**src/hw/rtl/mhsi_pkg.sv**
```systemverilog
// Shared constants, types and register codes of the magnetometer calibration unit.
`default_nettype none

package mhsi_pkg;

  localparam int NUM_AXES = 3;
  localparam int AXIS_W = 2;

  localparam int SAMPLE_W = 16;
  localparam int BIAS_W = 22;
  localparam int SCALE_W = 16;
  localparam int RES_W = 16;
  localparam int ADJ_W = 8;
  localparam int ADJP_W = ADJ_W + 1;

  localparam int SCALE_FRAC_BITS = 12;

  // Half spans fit in 15 bits; three of them in 17 bits.
  localparam int SPAN_W = SAMPLE_W - 1;
  localparam int SUM_W = SPAN_W + 2;
  localparam int DEN_W = SPAN_W + 2;
  localparam int NUM_W = SUM_W + SCALE_FRAC_BITS;
  localparam int DVD_W = NUM_W + 2;
  localparam int DVS_W = DEN_W + 1;
  localparam int CNT_W = $clog2(DVD_W + 1);

  // Bias product: |b| * resolution * (adjust + 128).
  localparam int MAG_W = SAMPLE_W + 1;
  localparam int KPROD_W = RES_W + ADJP_W;
  localparam int PROD_W = KPROD_W + MAG_W;
  localparam int ROUND_SHIFT = 16;
  localparam int RND_W = PROD_W - ROUND_SHIFT;
  localparam logic [PROD_W-1:0] ROUND_HALF = PROD_W'(1) << (ROUND_SHIFT - 1);

  localparam logic [ADJP_W-1:0] ADJ_OFFSET = ADJP_W'(128);
  localparam logic [BIAS_W-1:0] BIAS_POS_MAX = {1'b0, {(BIAS_W - 1){1'b1}}};
  localparam logic [BIAS_W-1:0] BIAS_NEG_MAG = {1'b1, {(BIAS_W - 1){1'b0}}};
  localparam logic [SCALE_W-1:0] SCALE_SAT = {SCALE_W{1'b1}};

  localparam logic signed [SAMPLE_W-1:0] TRACK_HI = 16'sd32760;
  localparam logic signed [SAMPLE_W-1:0] TRACK_LO = -16'sd32760;

  localparam int APB_ADDR_W = 4;
  localparam int APB_DATA_W = 32;
  localparam int REG_IDX_W = 2;
  localparam logic [REG_IDX_W-1:0] REG_RESOLUTION = 2'd0;
  localparam logic [REG_IDX_W-1:0] REG_ADJUST_X = 2'd1;
  localparam logic [REG_IDX_W-1:0] REG_ADJUST_Y = 2'd2;
  localparam logic [REG_IDX_W-1:0] REG_ADJUST_Z = 2'd3;
  localparam logic [RES_W-1:0] RES_RESET = 16'd9830;
  localparam logic [ADJ_W-1:0] ADJ_RESET = 8'd128;

  typedef logic signed [SAMPLE_W-1:0] sample_t;

  typedef struct packed {
    logic upd;
    logic clr;
  } trk_ctl_t;

  typedef struct packed {
    logic             start;
    logic [DVD_W-1:0] dividend;
    logic [DVS_W-1:0] divisor;
  } div_req_t;

  typedef struct packed {
    logic             done;
    logic [DVD_W-1:0] quotient;
  } div_rsp_t;

endpackage

`default_nettype wire

```
**src/hw/rtl/mhsi_track.sv**
```systemverilog
// Per-axis running minimum and maximum tracker.
`default_nettype none

module mhsi_track (
  input  logic                  clk,
  input  logic                  rst,
  input  mhsi_pkg::trk_ctl_t    ctl,
  input  mhsi_pkg::sample_t     samples [mhsi_pkg::NUM_AXES],
  output mhsi_pkg::sample_t     max_next [mhsi_pkg::NUM_AXES],
  output mhsi_pkg::sample_t     min_next [mhsi_pkg::NUM_AXES]
);

  mhsi_pkg::sample_t axis_max [mhsi_pkg::NUM_AXES];
  mhsi_pkg::sample_t axis_min [mhsi_pkg::NUM_AXES];

  always_comb begin
    for (int i = 0; i < mhsi_pkg::NUM_AXES; i++) begin
      max_next[i] = (samples[i] > axis_max[i]) ? samples[i] : axis_max[i];
      min_next[i] = (samples[i] < axis_min[i]) ? samples[i] : axis_min[i];
    end
  end

  // The final item of a run is tracked and handed out, then the bounds start over.
  always_ff @(posedge clk) begin
    if (rst) begin
      for (int i = 0; i < mhsi_pkg::NUM_AXES; i++) begin
        axis_max[i] <= mhsi_pkg::TRACK_LO;
        axis_min[i] <= mhsi_pkg::TRACK_HI;
      end
    end else if (ctl.upd) begin
      for (int i = 0; i < mhsi_pkg::NUM_AXES; i++) begin
        axis_max[i] <= ctl.clr ? mhsi_pkg::TRACK_LO : max_next[i];
        axis_min[i] <= ctl.clr ? mhsi_pkg::TRACK_HI : min_next[i];
      end
    end
  end

endmodule

`default_nettype wire

```
**src/hw/rtl/mhsi_div.sv**
```systemverilog
// Restoring divider that retires one quotient bit per cycle.
`default_nettype none

module mhsi_div (
  input  logic               clk,
  input  logic               rst,
  input  mhsi_pkg::div_req_t req,
  output mhsi_pkg::div_rsp_t rsp
);

  logic                             busy;
  logic                             done;
  logic [mhsi_pkg::CNT_W-1:0]       cnt;
  logic [mhsi_pkg::DVS_W-1:0]       rem;
  logic [mhsi_pkg::DVS_W-1:0]       dvs;
  logic [mhsi_pkg::DVD_W-1:0]       quo;
  logic [mhsi_pkg::DVS_W:0]         trial;
  logic [mhsi_pkg::DVS_W:0]         diff;
  logic                             fits;

  assign trial = {rem, quo[mhsi_pkg::DVD_W-1]};
  assign diff = trial - {1'b0, dvs};
  assign fits = trial >= {1'b0, dvs};

  always_ff @(posedge clk) begin
    if (rst) begin
      busy <= 1'b0;
      done <= 1'b0;
      cnt <= '0;
    end else begin
      done <= 1'b0;
      if (req.start) begin
        busy <= 1'b1;
        cnt <= mhsi_pkg::CNT_W'(mhsi_pkg::DVD_W);
      end else if (busy) begin
        cnt <= cnt - 1'b1;
        if (cnt == mhsi_pkg::CNT_W'(1)) begin
          busy <= 1'b0;
          done <= 1'b1;
        end
      end
    end
  end

  // The dividend shifts out at the top while quotient bits enter at the bottom.
  always_ff @(posedge clk) begin
    if (req.start) begin
      rem <= '0;
      dvs <= req.divisor;
      quo <= req.dividend;
    end else if (busy) begin
      rem <= fits ? diff[mhsi_pkg::DVS_W-1:0] : trial[mhsi_pkg::DVS_W-1:0];
      quo <= {quo[mhsi_pkg::DVD_W-2:0], fits};
    end
  end

  assign rsp.done = done;
  assign rsp.quotient = quo;

endmodule

`default_nettype wire

```
**src/hw/rtl/mag_hard_soft_iron_calibration_unit.sv**
```systemverilog
// Top level: register port, min/max tracking, and the calibration sequencer.
//
//   channel  direction  handshake            content
//   in       to block   in_valid/in_ready    sample_x/y/z, last_sample
//   out      from block out_valid/out_ready  bias_x/y/z, scale_x/y/z, zero_span
//   cfg      to block   APB, pready high     resolution_q16, adjust_x/y/z
//
// An item without last_sample is tracked as it is taken and in_ready stays high.
// An item with last_sample keeps in_ready low while the result is computed; each axis runs
// two passes of the shared multiplier and, for a nonzero span, 31 steps of the shared divider.
// The result waits in an output register, so input items are taken while it stalls;
// a further result is held in ST_OUT, with in_ready low, until that register frees.
// Reset is synchronous and restores the register defaults and the tracker bounds.
`default_nettype none

module mag_hard_soft_iron_calibration_unit (
  input  logic                                 clk,
  input  logic                                 rst,
  input  logic                                 in_valid,
  output logic                                 in_ready,
  input  logic signed [mhsi_pkg::SAMPLE_W-1:0] sample_x,
  input  logic signed [mhsi_pkg::SAMPLE_W-1:0] sample_y,
  input  logic signed [mhsi_pkg::SAMPLE_W-1:0] sample_z,
  input  logic                                 last_sample,
  output logic                                 out_valid,
  input  logic                                 out_ready,
  output logic signed [mhsi_pkg::BIAS_W-1:0]   bias_x,
  output logic signed [mhsi_pkg::BIAS_W-1:0]   bias_y,
  output logic signed [mhsi_pkg::BIAS_W-1:0]   bias_z,
  output logic [mhsi_pkg::SCALE_W-1:0]         scale_x,
  output logic [mhsi_pkg::SCALE_W-1:0]         scale_y,
  output logic [mhsi_pkg::SCALE_W-1:0]         scale_z,
  output logic [mhsi_pkg::NUM_AXES-1:0]        zero_span,
  input  logic                                 psel,
  input  logic                                 penable,
  input  logic                                 pwrite,
  input  logic [mhsi_pkg::APB_ADDR_W-1:0]      paddr,
  input  logic [mhsi_pkg::APB_DATA_W-1:0]      pwdata,
  output logic [mhsi_pkg::APB_DATA_W-1:0]      prdata,
  output logic                                 pready
);

  localparam logic [3:0] ST_IDLE = 4'd0;
  localparam logic [3:0] ST_PREP = 4'd1;
  localparam logic [3:0] ST_SUMS = 4'd2;
  localparam logic [3:0] ST_MUL1 = 4'd3;
  localparam logic [3:0] ST_MUL2 = 4'd4;
  localparam logic [3:0] ST_BIAS = 4'd5;
  localparam logic [3:0] ST_DIVW = 4'd6;
  localparam logic [3:0] ST_NEXT = 4'd7;
  localparam logic [3:0] ST_OUT = 4'd8;

  localparam logic [mhsi_pkg::AXIS_W-1:0] LAST_AXIS = mhsi_pkg::AXIS_W'(mhsi_pkg::NUM_AXES - 1);

  // Configuration registers.
  logic [mhsi_pkg::RES_W-1:0]     resolution_q16;
  logic [mhsi_pkg::ADJ_W-1:0]     adjust [mhsi_pkg::NUM_AXES];
  logic                           cfg_wr;
  logic [mhsi_pkg::REG_IDX_W-1:0] reg_idx;

  // Sequencer.
  logic [3:0]                    state;
  logic [3:0]                    state_next;
  logic [mhsi_pkg::AXIS_W-1:0]   axis;
  logic                          in_acc;
  logic                          out_load;

  // Tracker and snapshot of the finished run.
  mhsi_pkg::trk_ctl_t trk_ctl;
  mhsi_pkg::sample_t  samples [mhsi_pkg::NUM_AXES];
  mhsi_pkg::sample_t  max_next [mhsi_pkg::NUM_AXES];
  mhsi_pkg::sample_t  min_next [mhsi_pkg::NUM_AXES];
  mhsi_pkg::sample_t  snap_max [mhsi_pkg::NUM_AXES];
  mhsi_pkg::sample_t  snap_min [mhsi_pkg::NUM_AXES];

  // Working registers.
  logic [mhsi_pkg::SPAN_W-1:0]          span_r [mhsi_pkg::NUM_AXES];
  logic [mhsi_pkg::SUM_W-1:0]           sum_r;
  logic [mhsi_pkg::PROD_W-1:0]          prod;
  logic signed [mhsi_pkg::BIAS_W-1:0]   bias_r [mhsi_pkg::NUM_AXES];
  logic [mhsi_pkg::SCALE_W-1:0]         scale_r [mhsi_pkg::NUM_AXES];
  logic [mhsi_pkg::NUM_AXES-1:0]        zero_r;

  // Per-axis datapath.
  logic signed [mhsi_pkg::SAMPLE_W:0]   pair_sum;
  logic signed [mhsi_pkg::SAMPLE_W:0]   pair_adj;
  logic signed [mhsi_pkg::SAMPLE_W:0]   b_val;
  logic                                 b_neg;
  logic [mhsi_pkg::MAG_W-1:0]           mag;
  logic signed [mhsi_pkg::SAMPLE_W:0]   span_diff [mhsi_pkg::NUM_AXES];
  logic [mhsi_pkg::ADJP_W-1:0]          adjp;
  logic [mhsi_pkg::KPROD_W-1:0]         mul_a;
  logic [mhsi_pkg::MAG_W-1:0]           mul_b;
  logic [mhsi_pkg::PROD_W-1:0]          mul_p;
  logic [mhsi_pkg::PROD_W-1:0]          rnd;
  logic [mhsi_pkg::RND_W-1:0]           qb;
  logic [mhsi_pkg::BIAS_W-1:0]          q_lim;
  logic signed [mhsi_pkg::BIAS_W-1:0]   bias_val;
  logic [mhsi_pkg::SPAN_W-1:0]          span_sel;
  logic [mhsi_pkg::DEN_W-1:0]           den;
  logic [mhsi_pkg::SCALE_W-1:0]         scale_val;
  mhsi_pkg::div_req_t                   div_req;
  mhsi_pkg::div_rsp_t                   div_rsp;

  // ---------------- configuration port ----------------
  assign pready = 1'b1;
  assign cfg_wr = psel & penable & pwrite;
  assign reg_idx = paddr[mhsi_pkg::APB_ADDR_W-1:2];

  always_ff @(posedge clk) begin
    if (rst) begin
      resolution_q16 <= mhsi_pkg::RES_RESET;
      for (int i = 0; i < mhsi_pkg::NUM_AXES; i++) begin
        adjust[i] <= mhsi_pkg::ADJ_RESET;
      end
    end else if (cfg_wr) begin
      case (reg_idx)
        mhsi_pkg::REG_RESOLUTION: resolution_q16 <= pwdata[mhsi_pkg::RES_W-1:0];
        mhsi_pkg::REG_ADJUST_X:   adjust[0] <= pwdata[mhsi_pkg::ADJ_W-1:0];
        mhsi_pkg::REG_ADJUST_Y:   adjust[1] <= pwdata[mhsi_pkg::ADJ_W-1:0];
        mhsi_pkg::REG_ADJUST_Z:   adjust[2] <= pwdata[mhsi_pkg::ADJ_W-1:0];
        default: begin
        end
      endcase
    end
  end

  always_comb begin
    case (reg_idx)
      mhsi_pkg::REG_RESOLUTION: prdata = mhsi_pkg::APB_DATA_W'(resolution_q16);
      mhsi_pkg::REG_ADJUST_X:   prdata = mhsi_pkg::APB_DATA_W'(adjust[0]);
      mhsi_pkg::REG_ADJUST_Y:   prdata = mhsi_pkg::APB_DATA_W'(adjust[1]);
      mhsi_pkg::REG_ADJUST_Z:   prdata = mhsi_pkg::APB_DATA_W'(adjust[2]);
      default:                  prdata = '0;
    endcase
  end

  // ---------------- tracking ----------------
  assign in_ready = (state == ST_IDLE);
  assign in_acc = in_valid & in_ready;
  assign trk_ctl.upd = in_acc;
  assign trk_ctl.clr = last_sample;
  assign samples[0] = sample_x;
  assign samples[1] = sample_y;
  assign samples[2] = sample_z;

  mhsi_track u_track (
    .clk      (clk),
    .rst      (rst),
    .ctl      (trk_ctl),
    .samples  (samples),
    .max_next (max_next),
    .min_next (min_next)
  );

  // ---------------- per-axis arithmetic ----------------
  always_comb begin
    for (int i = 0; i < mhsi_pkg::NUM_AXES; i++) begin
      span_diff[i] = {snap_max[i][mhsi_pkg::SAMPLE_W-1], snap_max[i]}
                   - {snap_min[i][mhsi_pkg::SAMPLE_W-1], snap_min[i]};
    end
  end

  // Halving the pair sum truncates toward zero: add one before the shift when negative.
  assign pair_sum = {snap_max[axis][mhsi_pkg::SAMPLE_W-1], snap_max[axis]}
                  + {snap_min[axis][mhsi_pkg::SAMPLE_W-1], snap_min[axis]};
  assign b_neg = pair_sum[mhsi_pkg::SAMPLE_W];
  assign pair_adj = pair_sum + {{mhsi_pkg::SAMPLE_W{1'b0}}, b_neg};
  assign b_val = pair_adj >>> 1;
  assign mag = b_neg ? mhsi_pkg::MAG_W'(-b_val) : mhsi_pkg::MAG_W'(b_val);

  assign adjp = {1'b0, adjust[axis]} + mhsi_pkg::ADJ_OFFSET;

  // One multiplier serves both products of an axis.
  always_comb begin
    if (state == ST_MUL1) begin
      mul_a = mhsi_pkg::KPROD_W'(resolution_q16);
      mul_b = mhsi_pkg::MAG_W'(adjp);
    end else begin
      mul_a = prod[mhsi_pkg::KPROD_W-1:0];
      mul_b = mag;
    end
  end
  assign mul_p = mul_a * mul_b;

  assign rnd = prod + mhsi_pkg::ROUND_HALF;
  assign qb = rnd[mhsi_pkg::PROD_W-1:mhsi_pkg::ROUND_SHIFT];

  always_comb begin
    if (b_neg) begin
      q_lim = (qb > mhsi_pkg::RND_W'(mhsi_pkg::BIAS_NEG_MAG)) ? mhsi_pkg::BIAS_NEG_MAG
                                                              : qb[mhsi_pkg::BIAS_W-1:0];
      bias_val = ~q_lim + 1'b1;
    end else begin
      q_lim = (qb > mhsi_pkg::RND_W'(mhsi_pkg::BIAS_POS_MAX)) ? mhsi_pkg::BIAS_POS_MAX
                                                              : qb[mhsi_pkg::BIAS_W-1:0];
      bias_val = q_lim;
    end
  end

  // Scale is round(sum * 2^F / (3 * span)), formed as (2*num + den) / (2*den).
  assign span_sel = span_r[axis];
  assign den = (mhsi_pkg::DEN_W'(span_sel) << 1) + mhsi_pkg::DEN_W'(span_sel);
  assign div_req.start = (state == ST_BIAS) && (span_sel != '0);
  assign div_req.dividend = mhsi_pkg::DVD_W'({sum_r, {mhsi_pkg::SCALE_FRAC_BITS{1'b0}}, 1'b0})
                          + mhsi_pkg::DVD_W'(den);
  assign div_req.divisor = {den, 1'b0};

  mhsi_div u_div (
    .clk (clk),
    .rst (rst),
    .req (div_req),
    .rsp (div_rsp)
  );

  assign scale_val = (|div_rsp.quotient[mhsi_pkg::DVD_W-1:mhsi_pkg::SCALE_W])
                   ? mhsi_pkg::SCALE_SAT : div_rsp.quotient[mhsi_pkg::SCALE_W-1:0];

  // ---------------- sequencer ----------------
  assign out_load = (state == ST_OUT) && (!out_valid || out_ready);

  always_comb begin
    state_next = state;
    case (state)
      ST_IDLE: if (in_acc && last_sample) state_next = ST_PREP;
      ST_PREP: state_next = ST_SUMS;
      ST_SUMS: state_next = ST_MUL1;
      ST_MUL1: state_next = ST_MUL2;
      ST_MUL2: state_next = ST_BIAS;
      ST_BIAS: state_next = (span_sel == '0) ? ST_NEXT : ST_DIVW;
      ST_DIVW: if (div_rsp.done) state_next = ST_NEXT;
      ST_NEXT: state_next = (axis == LAST_AXIS) ? ST_OUT : ST_MUL1;
      ST_OUT:  if (out_load) state_next = ST_IDLE;
      default: state_next = ST_IDLE;
    endcase
  end

  always_ff @(posedge clk) begin
    if (rst) begin
      state <= ST_IDLE;
      axis <= '0;
      out_valid <= 1'b0;
    end else begin
      state <= state_next;
      if (state == ST_SUMS) begin
        axis <= '0;
      end else if (state == ST_NEXT && axis != LAST_AXIS) begin
        axis <= axis + 1'b1;
      end
      if (out_load) begin
        out_valid <= 1'b1;
      end else if (out_ready) begin
        out_valid <= 1'b0;
      end
    end
  end

  always_ff @(posedge clk) begin
    if (in_acc && last_sample) begin
      for (int i = 0; i < mhsi_pkg::NUM_AXES; i++) begin
        snap_max[i] <= max_next[i];
        snap_min[i] <= min_next[i];
      end
    end
    if (state == ST_PREP) begin
      for (int i = 0; i < mhsi_pkg::NUM_AXES; i++) begin
        span_r[i] <= span_diff[i][mhsi_pkg::SAMPLE_W] ? '0
                   : span_diff[i][mhsi_pkg::SAMPLE_W-1:1];
      end
    end
    if (state == ST_SUMS) begin
      sum_r <= mhsi_pkg::SUM_W'(span_r[0]) + mhsi_pkg::SUM_W'(span_r[1])
             + mhsi_pkg::SUM_W'(span_r[2]);
    end
    if (state == ST_MUL1 || state == ST_MUL2) begin
      prod <= mul_p;
    end
    if (state == ST_BIAS) begin
      bias_r[axis] <= bias_val;
      zero_r[axis] <= (span_sel == '0);
      if (span_sel == '0) begin
        scale_r[axis] <= mhsi_pkg::SCALE_SAT;
      end
    end
    if (state == ST_DIVW && div_rsp.done) begin
      scale_r[axis] <= scale_val;
    end
    if (out_load) begin
      bias_x <= bias_r[0];
      bias_y <= bias_r[1];
      bias_z <= bias_r[2];
      scale_x <= scale_r[0];
      scale_y <= scale_r[1];
      scale_z <= scale_r[2];
      zero_span <= zero_r;
    end
  end

endmodule

`default_nettype wire

```
**config.mk**
```make
export PLATFORM = sky130hd
export DESIGN_NAME = mag_hard_soft_iron_calibration_unit
export DESIGN_NICKNAME = d
export VERILOG_FILES = /design/src/hw/rtl/mhsi_pkg.sv /design/src/hw/rtl/mhsi_track.sv /design/src/hw/rtl/mhsi_div.sv /design/src/hw/rtl/mag_hard_soft_iron_calibration_unit.sv
export SDC_FILE = /design/constraint.sdc
export NUM_CORES = 2
export LEC_CHECK = 0
export ABC_AREA = 0
export BUFFER_PORTS_ARGS = -buffer_cell sky130_fd_sc_hd__buf_2
export CAP_MARGIN = 20
export CELL_PAD_IN_SITES_DETAIL_PLACEMENT = 1
export CELL_PAD_IN_SITES_GLOBAL_PLACEMENT = 2
export CORE_MARGIN = 5
export CORE_UTILIZATION = 42
export CTS_CLUSTER_DIAMETER = 100
export DETAILED_ROUTE_END_ITERATION = 8
export PLACE_DENSITY_LB_ADDON = 0.1
export REMOVE_ABC_BUFFERS = 1
export SYNTH_ARGS = -nofsm -noshare
export SYNTH_HDL_FRONTEND = slang
export SYNTH_HIERARCHICAL = 1
export SYNTH_SLANG_ARGS = --single-unit
```
**constraint.sdc**
```tcl
create_clock -name clk -period 15.3 [get_ports clk]
set_input_delay 4.59 -clock clk [delete_from_list [all_inputs] [get_ports clk]]
set_output_delay 4.59 -clock clk [all_outputs]
set_load 0.1 [all_outputs]
```
After elaboration in Yosys (flattened, before gate mapping). Memory sizes are Yosys's and may differ from the RTL's. A register that Yosys moved wholly into a read port is not among the register bits. Index checks and enable logic that the tools add are counted.

Input port bits: 92. Flip-flop bits (word level): 161. Memory bits (writable): 375. Memories: 8.

Memories: bias_r (depth 3, width 22, read ports 3, clocked after memory_dff 3, wr ports 1, line mag_hard_soft_iron_calibration_unit.sv:80) `logic signed [mhsi_pkg::BIAS_W-1:0] bias_r [mhsi_pkg::NUM_AXES];`; scale_r (depth 3, width 16, read ports 3, clocked after memory_dff 3, wr ports 1, line mag_hard_soft_iron_calibration_unit.sv:81) `logic [mhsi_pkg::SCALE_W-1:0] scale_r [mhsi_pkg::NUM_AXES];`; snap_max (depth 3, width 16, read ports 4, clocked after memory_dff 1, wr ports 3, line mag_hard_soft_iron_calibration_unit.sv:73) `mhsi_pkg::sample_t snap_max [mhsi_pkg::NUM_AXES];`; snap_min (depth 3, width 16, read ports 4, clocked after memory_dff 1, wr ports 3, line mag_hard_soft_iron_calibration_unit.sv:74) `mhsi_pkg::sample_t snap_min [mhsi_pkg::NUM_AXES];`; u_track.axis_max (depth 3, width 16, read ports 3, clocked after memory_dff 0, wr ports 3, line mhsi_track.sv:13) `mhsi_pkg::sample_t axis_max [mhsi_pkg::NUM_AXES];`; u_track.axis_min (depth 3, width 16, read ports 3, clocked after memory_dff 0, wr ports 3, line mhsi_track.sv:14) `mhsi_pkg::sample_t axis_min [mhsi_pkg::NUM_AXES];`; 2 more memories.

Multiply operators: 1. Eq/ne operators: 17. $lt $le $gt $ge: 11. Bitwise gates (word level): 15. Add/sub/neg operators: 16. Reductions and logical operators: 20. Mux-type cells: 89.

Operator list (number): $mux W16 (20); $pmux W32 S4 (1); $mux W22 (3); $mux W31 (2); $sub A16 B16 Y17 (3); $gt A16 B16 Y1 (3); $lt A16 B16 Y1 (3); $mux W15 (3); $add A42 B16 Y42 const B (1); $mul A25 B17 Y42 (1); $mux W1 (36); $pmux W4 S9 (1); $add A16 B15 Y17 (2); $mux W17 (2); $add A30 B17 Y31 (1); $gt A26 B21 Y1 const B (1); $gt A26 B22 Y1 const B (1); $mux W25 (1); $mux W8 (3); $add A22 B1 Y22 const B (1); $not A22 Y22 (1); $ge A19 B18 Y1 (1); $mux W18 (1); $sub A18 B18 Y18 (1); 39 further kinds (76).

Depth between registers and ports, before layout.
Depth after elaboration: 6. Depth in mapped cells: 49.

By module. Netlist, hierarchy kept.

Modules (own cells, without submodules): mag_hard_soft_iron_calibration_unit (times used 1, area each 38587.0 um^2, cells an instance 3732); mhsi_track (times used 1, area each 8819.7 um^2, cells an instance 996); mhsi_div (times used 1, area each 3881.2 um^2, cells an instance 344).

Worst setup path before layout. No wires, ideal clock.

Kind: flip-flop to flip-flop. From: register with a tool-made name. To: register prod[40] (netlist name), data pin. Required time: 15035 ps. Stages on the path, launching flop included: 46. Arrival time: 12506 ps. Buffers on the path: 8. Library setup time: 265 ps. Period minus slack after synthesis: 12772 ps. Slack: 2528 ps. Cells stage by stage: dfxtp_1 -> clkbuf_1 -> clkbuf_1 -> clkbuf_1 -> mux2i_1 -> o21ai_0 -> ha_1 -> fa_1 -> a211oi_1 -> o211ai_1 -> a211oi_2 -> o32a_1 -> buf_2 -> clkbuf_1 -> clkbuf_1 -> clkbuf_1 -> and2_1 -> ha_1 -> [... 10 more ...] -> fa_1 -> fa_1 -> inv_1 -> fa_1 -> fa_1 -> fa_1 -> inv_1 -> fa_1 -> inv_1 -> ha_1 -> and4_1 -> a221oi_1 -> a211oi_1 -> o21bai_1 -> a31oi_1 -> a311o_1 -> nor4bb_1 -> or3_1.

RTL lines: to (signal assigned) (line mag_hard_soft_iron_calibration_unit.sv:276) `prod <= mul_p;`; to (decl) (line mag_hard_soft_iron_calibration_unit.sv:79) `logic [mhsi_pkg::PROD_W-1:0] prod;`.

==> key figures <==
CTS
  – CTS Hold Bufs: 0
  – Worst-path clk slew: 0.06 ns
  – Post-CTS sizing: 0
  – CTS buffer count: 75
  – Root buffer cell: clkbuf_16
  – Clk sinks: 653
  – CTS Buffer Depth: 3
  – CTS tree: yes
  – Worst-Skew Late Latency: 0.68 ns
  – Setup bufs post-CTS: 0
  – Htree depth: 3

Yosys
  – Post-Synthesis Cells: 5072
  – Async S/R FF share, synth: 0%
  – Synth Cell Area: 51300 um2
  – Synthesized flop and latch total: 653
  – Synthesized area per cell: 10.1 um2
  – Post-synth EDFFs: 603
  – Synth warn: 6
  – Most used DFF post-synth: edfxtp_1
  – Count of cell types in the netlist: 112
  – Post-synthesis sequential area ratio: 37.3%

STA
  – Relative max-transition margin: 26.5%
  – Fmax: 75.0 MHz
  – RSZ-0062 raised after global routing: false
  – Hold Vio Cnt, Final: 0
  – Max Clock Skew: 0.0646 ns
  – Worst-margin pin slew: 1.10 ns
  – Period utilization: 87.1%
  – Max Transition Viols Final: 0
  – # setup viols final: 0
  – Setup tns final: 0 ns
  – Tmin final: 13.33 ns

Route
  – Via count: 37600
  – Metal-1 WL: 71500 um
  – Mean number of vias per cell: 5.45
  – Wirelength per Cell: 22.3 um
  – Post-route ant nets: 0
  – Met3 routed WL: 6440 um
  – Met2 WL: 72800 um
  – Total iterations of the first detailed-routing run: 5
  – Routed WL: 154000 um
  – Top routing layer in use: met4
  – Number of remaining DRC errors: 0
  – DRT iter0 DRCs: 2342

Worst setup path
  – Critical path class: flop to flop
  – Crit path launch type: flop
  – Maximum fanout along the worst path: 38
  – Delay of the slowest cell on the worst path: 0.79 ns
  – CP max stage cell: nor4b_1
  – Critical path arrival: 13.70 ns
  – Data required, critical path: 15.67 ns
  – Kind of end point of the critical path: flop
  – CP most frequent cell: fa_1

Die
  – Core Region: 122000 um2
  – Io pins: 244
  – Die Ht: 359 um
  – Initial Utilization: 42.2%
  – Die area: 129000 um2
  – Num rows: 128
  – Horizontal die dimension: 359 um

Hold path
  – Hold Path Class: flop to flop

Global routing
  – All-Layer GR Usage: 23.4%
  – Number of global-route vias before repair: 39300
  – Initial antenna violation count: 2
  – Largest net degree at the start of global routing: 85
  – Global-route wire length before repair: 237000 um
  – GRT overflow: 0

Finish
  – Final layout net count: 6007
  – Layout cell share with drive strength beyond 1: 10.7%
  – Most common cell after layout, fill and taps aside: nand2_1
  – Most frequent cells in the layout: nand2_1, inv_1, edfxtp_1, fa_1, ha_1
  – Layout area overhead: 10.4%
  – Final instance count without filler cells: 6897

Placement
  – Number of cells after detailed placement: 6755
  – Post-detail-place hpwl: 121000 um
  – Port Buf Inserts: 208
  – GP Congestion: 0.873

Job
  – Max_cap viols: 0

Status
  – Status: complete, no violations
-- metal layers --
| metal | up-vias | track usage, % |
|---|---|---|
| met3 | 142 | 2.98 |
| li1 | 17700 | - |
| met5 | - | 0 |
| met1 | 19000 | 32.6 |
| met4 | 0 | 4.44 |
| met2 | 734 | 39.5 |
-- worst paths after layout --
check / startpoint / to / slack [ns] / cells past startpoint
max: flop / prod[40] / 1.97 / 37
min: bias_r[0][8] / bias_x[8] / 0.40 / 0
max reg2reg: flop / prod[40] / 1.97 / 37
min reg2reg: bias_r[0][8] / bias_x[8] / 0.40 / 0
-- cells in the mapped netlist (all sizes together) (7+ instances only) --
cell type	count	area [um2]
a21oi	274	1420
nor3	67	383
o21ai	156	796
edfxtp	603	18100
inv	657	2470
a211o	51	447
a21o	69	518
nor2	234	881
nor2b	39	246
a22o	34	298
fa	367	7350
clkbuf	144	547
nor4	30	282
and2	92	578
and3	20	130
mux2	45	529
xnor2	108	961
nand3b	13	101
nand3	103	515
or3	22	138
o21bai	17	128
nand2b	98	613
a41oi	7	68.8
or2	14	87.6
dfxtp	50	1000
mux2i	85	851
a211oi	47	363
o211ai	68	581
nand2	730	2740
a21boi	16	143
nor3b	8	60.1
ha	338	4230
xor2	65	569
or4	10	75.1
and4	10	87.6
o21a	41	308
a31oi	30	188
buf	86	517
mux4	8	180
o31ai	36	295
nand4	74	488
-- metrics by stage --
step | instance area [um2] | worst slack, ns | util [%] | hold slack, ns
after CTS | 56600 | 1.87 | 46.5 | 0.395
after global routing | 56600 | 1.17 | 46.6 | 0.389
after floorplan | 50300 | 0.362 | - | 0.400
after global placement | 54000 | 2.10 | 44.4 | 0.401
final | 56600 | 1.97 | 46.6 | 0.396
after detailed placement | 54000 | 2.01 | 44.4 | 0.405
-- flip-flops by register name (all words and copies together) (netlist names), 17 cells and up, named ones only --
| name | count |
|---|---|
| u_track/axis_min | 48 |
| snap_max | 48 |
| bias_x | 22 |
| u_track/axis_max | 48 |
| prod | 42 |
| bias_z | 22 |
| scale_r | 48 |
| u_div/quo | 31 |
| bias_r | 66 |
| adjust | 24 |
| sum_r | 17 |
| span_r | 45 |
| snap_min | 48 |
| u_div/dvs | 18 |
| u_div/rem | 18 |
| bias_y | 22 |
-- worst max-delay path, delay by kind of cell (launching register included) --
family                   cells  cell delay (ns)
buffers and inverters        4             0.52
adder cells (fa/ha/maj)     10             4.40
multiplexers                 1             0.28
AND/OR/NAND/NOR             10             3.48
AO/OA/AOI/OAI               12             3.48
flip-flops                   1             0.78
-- cell type report --
cell class	count	area, um2
Multi-Input combinational cell	3548	28900
Clock inverter	50	623
Timing Repair Buffer	275	1580
Inverter	657	2470
Clock buffer	88	1930
Fill cell	13500	64900
Tap cell	1625	2030
Antenna cell	1	2.50
Sequential cell	653	19100
-- logic make-up after synthesis --
| group | after synthesis | share of synthesized area (%) |
|---|---|---|
| xor gates and xnor gates | 173 | 2.98 |
| buffers and inverters | 887 | 6.88 |
| DFF | 653 | 37.3 |
| muxes | 138 | 3.04 |
| other | 2 | 0.0146 |
| adders and majority gates | 705 | 22.6 |
| AOI/OAI and AO/OA | 932 | 12.5 |
| and+or+nand+nor | 1582 | 14.8 |
Power is not shown: default switching activity piles up to over one toggle a cycle in this logic, so the estimate is an artifact.
